--- config.mk ---
export PLATFORM = sky130hd
export DESIGN_NAME = stop_and_wait_sender_unit
export DESIGN_NICKNAME = d
export VERILOG_FILES = /design/src/rtl/sws_pkg.sv /design/src/rtl/sws_core.sv /design/src/rtl/stop_and_wait_sender_unit.sv
export SDC_FILE = /design/constraint.sdc
export NUM_CORES = 1
export LEC_CHECK = 0
export BUFFER_PORTS_ARGS = -buffer_cell sky130_fd_sc_hd__buf_4
export CELL_PAD_IN_SITES_DETAIL_PLACEMENT = 1
export CELL_PAD_IN_SITES_GLOBAL_PLACEMENT = 2
export CORE_MARGIN = 1.5
export CORE_UTILIZATION = 25
export DETAILED_ROUTE_END_ITERATION = 7
export PLACE_DENSITY = 0.63
export RECOVER_POWER = 50
export SKIP_CTS_REPAIR_TIMING = 1
export SLEW_MARGIN = 20
export SYNTH_ARGS = -nofsm -noshare
export SYNTH_HDL_FRONTEND = slang
export SYNTH_SLANG_ARGS = --single-unit
--- constraint.sdc ---
create_clock -name clk -period 7.8 [get_ports clk]
set_input_delay 0.39 -clock clk [delete_from_list [all_inputs] [get_ports clk]]
set_output_delay 0.39 -clock clk [all_outputs]
set_load 0.01 [all_outputs]
--- src/rtl/sws_pkg.sv ---
// Shared types and codes for the stop-and-wait sender.
package sws_pkg;

  localparam int FrameW = 16;
  localparam int TimeW  = 16;
  localparam int RetryW = 8;
  localparam int CfgW   = 16;

  // Request opcodes
  localparam logic [1:0] OP_START = 2'd0;
  localparam logic [1:0] OP_ACK   = 2'd1;
  localparam logic [1:0] OP_NACK  = 2'd2;
  localparam logic [1:0] OP_TICK  = 2'd3;

  // Phases
  localparam logic [1:0] PH_IDLE      = 2'd0;
  localparam logic [1:0] PH_HANDSHAKE = 2'd1;
  localparam logic [1:0] PH_SENDING   = 2'd2;
  localparam logic [1:0] PH_WAIT      = 2'd3;

  // Result events
  localparam logic [2:0] EV_NONE       = 3'd0;
  localparam logic [2:0] EV_HS_SENT    = 3'd1;
  localparam logic [2:0] EV_FRAME_SENT = 3'd2;
  localparam logic [2:0] EV_HS_FAIL    = 3'd3;
  localparam logic [2:0] EV_ACK        = 3'd4;
  localparam logic [2:0] EV_RETRY      = 3'd5;
  localparam logic [2:0] EV_SEND_FAIL  = 3'd6;
  localparam logic [2:0] EV_DONE       = 3'd7;

  // Configuration register indexes
  localparam logic CFG_TIMEOUT = 1'b0;
  localparam logic CFG_RETRY   = 1'b1;

  localparam logic [TimeW-1:0]  TIMEOUT_RESET = 16'd1000;
  localparam logic [RetryW-1:0] RETRY_RESET   = 8'd3;
  localparam logic [TimeW-1:0]  ELAPSED_MAX   = 16'hFFFF;

  typedef struct packed {
    logic [2:0]        ev;
    logic [FrameW-1:0] idx;
    logic [1:0]        phase;
  } res_t;

endpackage

--- src/rtl/sws_core.sv ---
// Transfer state registers and the per-request next-state logic.
module sws_core (
  input  logic                       clk,
  input  logic                       rst,
  input  logic                       accept,
  input  logic [1:0]                 opcode,
  input  logic [sws_pkg::FrameW-1:0] frame_total,
  input  logic [sws_pkg::TimeW-1:0]  timeout_ticks,
  input  logic [sws_pkg::RetryW-1:0] retry_limit,
  output sws_pkg::res_t              res
);
  import sws_pkg::*;

  logic [1:0]        phase_reg, phase_reg_next;
  logic [FrameW-1:0] frames_acked, frames_acked_next;
  logic [RetryW-1:0] retry_count, retry_count_next;
  logic [TimeW-1:0]  elapsed_ticks, elapsed_ticks_next;
  logic [FrameW-1:0] frames_wanted, frames_wanted_next;

  logic [FrameW-1:0] acked_inc;
  logic [RetryW:0]   retry_inc;
  logic              retry_ok;
  logic [TimeW-1:0]  elapsed_inc;
  logic              clear;

  assign acked_inc   = frames_acked + 1'b1;
  assign retry_inc   = {1'b0, retry_count} + 1'b1;
  assign retry_ok    = !(retry_inc > {1'b0, retry_limit});
  assign elapsed_inc = (elapsed_ticks < ELAPSED_MAX) ? elapsed_ticks + 1'b1 : elapsed_ticks;

  always_comb begin
    phase_reg_next     = phase_reg;
    frames_acked_next  = frames_acked;
    retry_count_next   = retry_count;
    elapsed_ticks_next = elapsed_ticks;
    frames_wanted_next = frames_wanted;
    clear              = 1'b0;
    res.ev             = EV_NONE;
    res.idx            = frames_acked;
    case (opcode)
      OP_START: begin
        if (phase_reg == PH_IDLE) begin
          retry_count_next   = '0;
          elapsed_ticks_next = '0;
          frames_acked_next  = '0;
          frames_wanted_next = frame_total;
          phase_reg_next     = PH_HANDSHAKE;
          res.ev             = EV_HS_SENT;
          res.idx            = '0;
        end
      end
      OP_ACK: begin
        if (phase_reg == PH_HANDSHAKE) begin
          phase_reg_next = PH_SENDING;
        end else if (phase_reg == PH_WAIT) begin
          res.idx = acked_inc;
          if (acked_inc == frames_wanted) begin
            res.ev = EV_DONE;
            clear  = 1'b1;
          end else begin
            res.ev            = EV_ACK;
            frames_acked_next = acked_inc;
            retry_count_next  = '0;
            phase_reg_next    = PH_SENDING;
          end
        end
      end
      OP_NACK: begin
        if (phase_reg == PH_HANDSHAKE) begin
          res.ev = EV_HS_FAIL;
          clear  = 1'b1;
        end else if (phase_reg == PH_WAIT) begin
          if (retry_ok) begin
            res.ev           = EV_RETRY;
            retry_count_next = retry_inc[RetryW-1:0];
            phase_reg_next   = PH_SENDING;
          end else begin
            res.ev = EV_SEND_FAIL;
            clear  = 1'b1;
          end
        end
      end
      OP_TICK: begin
        if (phase_reg == PH_SENDING) begin
          res.ev             = EV_FRAME_SENT;
          elapsed_ticks_next = '0;
          phase_reg_next     = PH_WAIT;
        end else if (phase_reg != PH_IDLE) begin
          elapsed_ticks_next = elapsed_inc;
          if (elapsed_inc >= timeout_ticks) begin
            if (phase_reg == PH_HANDSHAKE) begin
              res.ev = EV_HS_FAIL;
              clear  = 1'b1;
            end else if (retry_ok) begin
              res.ev           = EV_RETRY;
              retry_count_next = retry_inc[RetryW-1:0];
              phase_reg_next   = PH_SENDING;
            end else begin
              res.ev = EV_SEND_FAIL;
              clear  = 1'b1;
            end
          end
        end
      end
      default: begin
        res.ev = EV_NONE;
      end
    endcase
    // End of transfer: drop all transfer state.
    if (clear) begin
      phase_reg_next     = PH_IDLE;
      frames_acked_next  = '0;
      retry_count_next   = '0;
      elapsed_ticks_next = '0;
      frames_wanted_next = '0;
    end
    res.phase = phase_reg_next;
  end

  always_ff @(posedge clk) begin
    if (rst) begin
      phase_reg     <= PH_IDLE;
      frames_acked  <= '0;
      retry_count   <= '0;
      elapsed_ticks <= '0;
      frames_wanted <= '0;
    end else if (accept) begin
      phase_reg     <= phase_reg_next;
      frames_acked  <= frames_acked_next;
      retry_count   <= retry_count_next;
      elapsed_ticks <= elapsed_ticks_next;
      frames_wanted <= frames_wanted_next;
    end
  end

endmodule

--- src/rtl/stop_and_wait_sender_unit.sv ---
// Stop-and-wait sender: configuration registers, core state and result register.
// Results are registered and show from the cycle after the request is accepted.
// Throughput: one request per cycle unless stalled; the transfer state updates in
//   one pass of the core's next-state logic; the result register drains in parallel.
// Reset: rst (synchronous) returns the sender to idle, clears all counters,
//   empties the result register and loads timeout 1000 and retry limit 3.
module stop_and_wait_sender_unit (
  input  logic                       clk,
  input  logic                       rst,
  // Configuration write port
  input  logic                       cfg_write,
  input  logic                       cfg_index,
  input  logic [sws_pkg::CfgW-1:0]   cfg_data,
  // Request channel
  input  logic                       in_valid,
  output logic                       in_stall,
  input  logic [1:0]                 opcode,
  input  logic [sws_pkg::FrameW-1:0] frame_total,
  // Result channel
  output logic                       out_valid,
  input  logic                       out_stall,
  output logic [2:0]                 event_res,
  output logic [sws_pkg::FrameW-1:0] frame_index,
  output logic [1:0]                 phase
);
  import sws_pkg::*;

  logic [TimeW-1:0]  timeout_ticks;
  logic [RetryW-1:0] retry_limit;
  logic              accept;
  res_t              res_comb;
  res_t              res_q;

  // Config regs; user must write them only while the sender is quiet (unchecked).
  always_ff @(posedge clk) begin
    if (rst) begin
      timeout_ticks <= TIMEOUT_RESET;
      retry_limit   <= RETRY_RESET;
    end else if (cfg_write) begin
      case (cfg_index)
        CFG_TIMEOUT: timeout_ticks <= cfg_data[TimeW-1:0];
        CFG_RETRY:   retry_limit   <= cfg_data[RetryW-1:0];
        default:     timeout_ticks <= timeout_ticks;
      endcase
    end
  end

  // Hold off a new request only while a result waits and the consumer stalls;
  // an empty or draining result register takes the next request at once.
  assign in_stall = out_valid && out_stall;
  assign accept   = in_valid && !in_stall;

  sws_core u_core (
    .clk          (clk),
    .rst          (rst),
    .accept       (accept),
    .opcode       (opcode),
    .frame_total  (frame_total),
    .timeout_ticks(timeout_ticks),
    .retry_limit  (retry_limit),
    .res          (res_comb)
  );

  // Result register: load on accept, hold while stalled, drop once taken.
  always_ff @(posedge clk) begin
    if (rst) begin
      out_valid <= 1'b0;
    end else if (accept) begin
      out_valid <= 1'b1;
    end else if (!out_stall) begin
      out_valid <= 1'b0;
    end
  end

  always_ff @(posedge clk) begin
    if (accept) begin
      res_q <= res_comb;
    end
  end

  assign event_res   = res_q.ev;
  assign frame_index = res_q.idx;
  assign phase       = res_q.phase;

endmodule

==> flow_summary.yaml <==
critical_path:
  startpoint_type: "flop"
  endpoint_kind: "flop"
  critPathKind: "reg -> reg"
  arrival_ns: 5.53
  critical_path.top_delay_family: "compound AO/OA/AOI/OAI gates"
  cpPeakStageDelay_ns: 0.70
  cpMostUsedCell: "and4_1"
  cp_num_buf_inv: 0
  cp_slowest_cell: "o21ai_2"
  path_max_fanout: 16
  cp.required_ns: 8.00
  path_cells: "and4_1, and4_1, nand4_1, nor3_2, nor2_1, and3_1, xnor2_1, ha_1, and4_1, nor2b_1, o31ai_1, o211a_1, o22ai_2, o21ai_2, a21oi_2, o311ai_0"
final_layout:
  fin_nets: 874
  drive_gt1_frac: 0.123
  diodes: 0
  area_growth_pct: 9.93
  fin_area_um2: 7420
route:
  drc: 0
  viasPerCell: 5.03
  totalWireLength_mm: 20.2
  vias: 5745
  post_drt_wl_per_cell_um: 17.7
  drt-initial-drc-count: 259
  drtAntennaViolNets: 0
  dr.pass1.iters: 4
clock_tree:
  htree_num_levels: 3
  clk_latency_ns: 0.36
  cts_tree: "done"
  cts_inserted_buffers: 9
  cts-root-buf: "clkbuf_16"
  clk_pin_slew_worst_paths_ns: 0.07
  clkSinkCount: 104
  clk_path_buf_depth: 2
outcome:
  outcome: "finished, violations left"
  failed_checks: "capacitance limit, slew limit"
global_route:
  grt_pass1_vias: 5833
  grt_pass1_wl_mm: 33.0
  antenna_found_initial: 0
  grt_usage: 0.148
  grt_max_degree: 80
  grt_overflow: 0
synthesis:
  ys_seq_elements: 104
  synth-edff-count: 21
  synthCells: 777
  yosys_warnings: 0
  synth.area.mux_share: 0.00964
  yosysSeqAreaShare: 0.340
  synthAdderAreaFrac: 0.0589
  syn_nets: 848
  async_reset_ff_frac: 0
  syn_area_per_cell_um2: 8.69
  synth_xor_area_frac: 0.0402
  ys_types: 86
  synth_area_um2: 6750
  synth_compound_area_frac: 0.229
  synth_top_family_by_area: "simple AND/OR/NAND/NOR gates"
  synth-simple-area-share: 0.230
  synth-main-ff-cell: "dfxtp_1"
sta:
  relSlewSlack: -1.76
  setup_viol: 0
  period_share: 0.684
  max_freq_ghz: 0.187
  period_needed_ns: 5.34
  report.final.hold_viol_count: 0
  slew_viol_final: 80
  timing.hold.ws_ns: 0.235
  fin_tns_setup_ns: 0
  finalWorstSetupSlack_ns: 2.46
  worst_slew_pin_slew_ns: 4.14
  fin_skew_ns: 0.0115
  rsz0062_at_grt: "false"
place:
  gp_congestion: 0.772
  postPlaceCellArea_um2: 7250
  numPortBuffers: 62
  pre_cts_slack_ns: 2.49
  dpl.hpwl_mm: 14.5
die:
  io_pins: 63
  die_w_um: 167
  die-area_um2: 28000
  std_cell_rows: 59
  coreArea_um2: 26300
  start_util: 0.257
  die_h_um: 167
power_and_ir_drop:
  powerDensity_nw_per_um2: 152
  irDropWorstVdd_mv: 0.0714
  cellLeakagePower_nw: 2.62
run:
  drv_cap: 1
worst_hold_path:
  hp-class: "in -> reg"
layout make-up:
class,count,area (um^2)
fillers,3121,18900
multi-input cells,569,3840
flip-flops and latches,104,2290
well taps,335,419
repair buffers,66,405
clock buffers,11,233
inverters,53,199
clock inverters,5,33.8
cells in the final DEF, fill, tap and decap left out, types with 26 or more instances in the layout:
cell / n
a21oi_1: 46
inv_1: 51
o21ai_0: 36
dfxtp_1: 83
nor2_1: 65
buf_4: 42
nand2_1: 72
nand3_1: 46
clkbuf_1: 26
ha_1: 31
through the flow:
| stage | total power, W | cells | util |
|---|---|---|---|
| floorplan | 0.000665 | 777 | - |
| global placement | 0.000714 | 1127 | 0.276 |
| detailed placement | 0.000714 | 1127 | 0.276 |
| CTS | 0.00115 | 1143 | 0.286 |
| global route | 0.00118 | 1143 | 0.282 |
| finish | 0.00113 | 1143 | 0.282 |
logic make-up after synthesis:
| group | count (synthesis) |
|---|---|
| AOI/OAI and AO/OA | 209 |
| xor gates and xnor gates | 31 |
| and+or+nand+nor | 291 |
| muxes | 6 |
| buffers and inverters | 104 |
| DFF | 104 |
| adders and majority gates | 32 |
final timing paths:
path	startpoint	end	slack, ns	cells after the start
max	u_core.elapsed_ticks[3]$_SDFFE_PP0P_	u_core.elapsed_ticks[0]$_SDFFE_PP0P_	2.46	16
min	cfg_data[9]	timeout_ticks[9]$_SDFFE_PP1P_	0.23	2
max reg2reg	u_core.elapsed_ticks[3]$_SDFFE_PP0P_	u_core.elapsed_ticks[0]$_SDFFE_PP0P_	2.46	16
min reg2reg	timeout_ticks[14]$_SDFFE_PP0P_	timeout_ticks[14]$_SDFFE_PP0P_	0.46	2
synth_stat cells, types with 18 or more instances:
| library cell | count | share of area |
|---|---|---|
| nand3_1 | 46 | 0.034 |
| a21oi_1 | 46 | 0.034 |
| nand4_1 | 18 | 0.017 |
| edfxtp_1 | 21 | 0.093 |
| nand2_1 | 72 | 0.040 |
| dfxtp_1 | 83 | 0.25 |
| inv_1 | 52 | 0.029 |
| xnor2_1 | 21 | 0.027 |
| o21ai_0 | 36 | 0.027 |
| o31ai_1 | 19 | 0.021 |
| nor2_1 | 66 | 0.037 |
| ha_1 | 31 | 0.057 |
worst reg2reg max path, cell delays in order, from the launching register on:
cell	delay, ns
dfxtp_1	0.41
and4_1	0.26
and4_1	0.22
nand4_1	0.18
nor3_2	0.50
nor2_1	0.22
and3_1	0.27
xnor2_1	0.13
ha_1	0.29
and4_1	0.21
nor2b_1	0.13
o31ai_1	0.42
o211a_1	0.28
o22ai_2	0.19
o21ai_2	0.70
a21oi_2	0.38
o311ai_0	0.39
power breakdown:
group	internal, W	switching (W)	total [W]
Clock	0.000217	0.000216	0.000432
Sequential	0.000564	0.00000913	0.000573
Combinational	0.0000445	0.0000774	0.000122
Total	0.000825	0.000302	0.00113
per-layer routing:
metal  track usage  share of wire  up-vias
li1              -              -     2885
met1         0.215           0.53     2798
met2         0.231           0.44       53
met3        0.0220          0.020        9
met4        0.0313         0.0074        0
met5             0              0        -
Note: power is estimated with default switching activity, not from simulation.
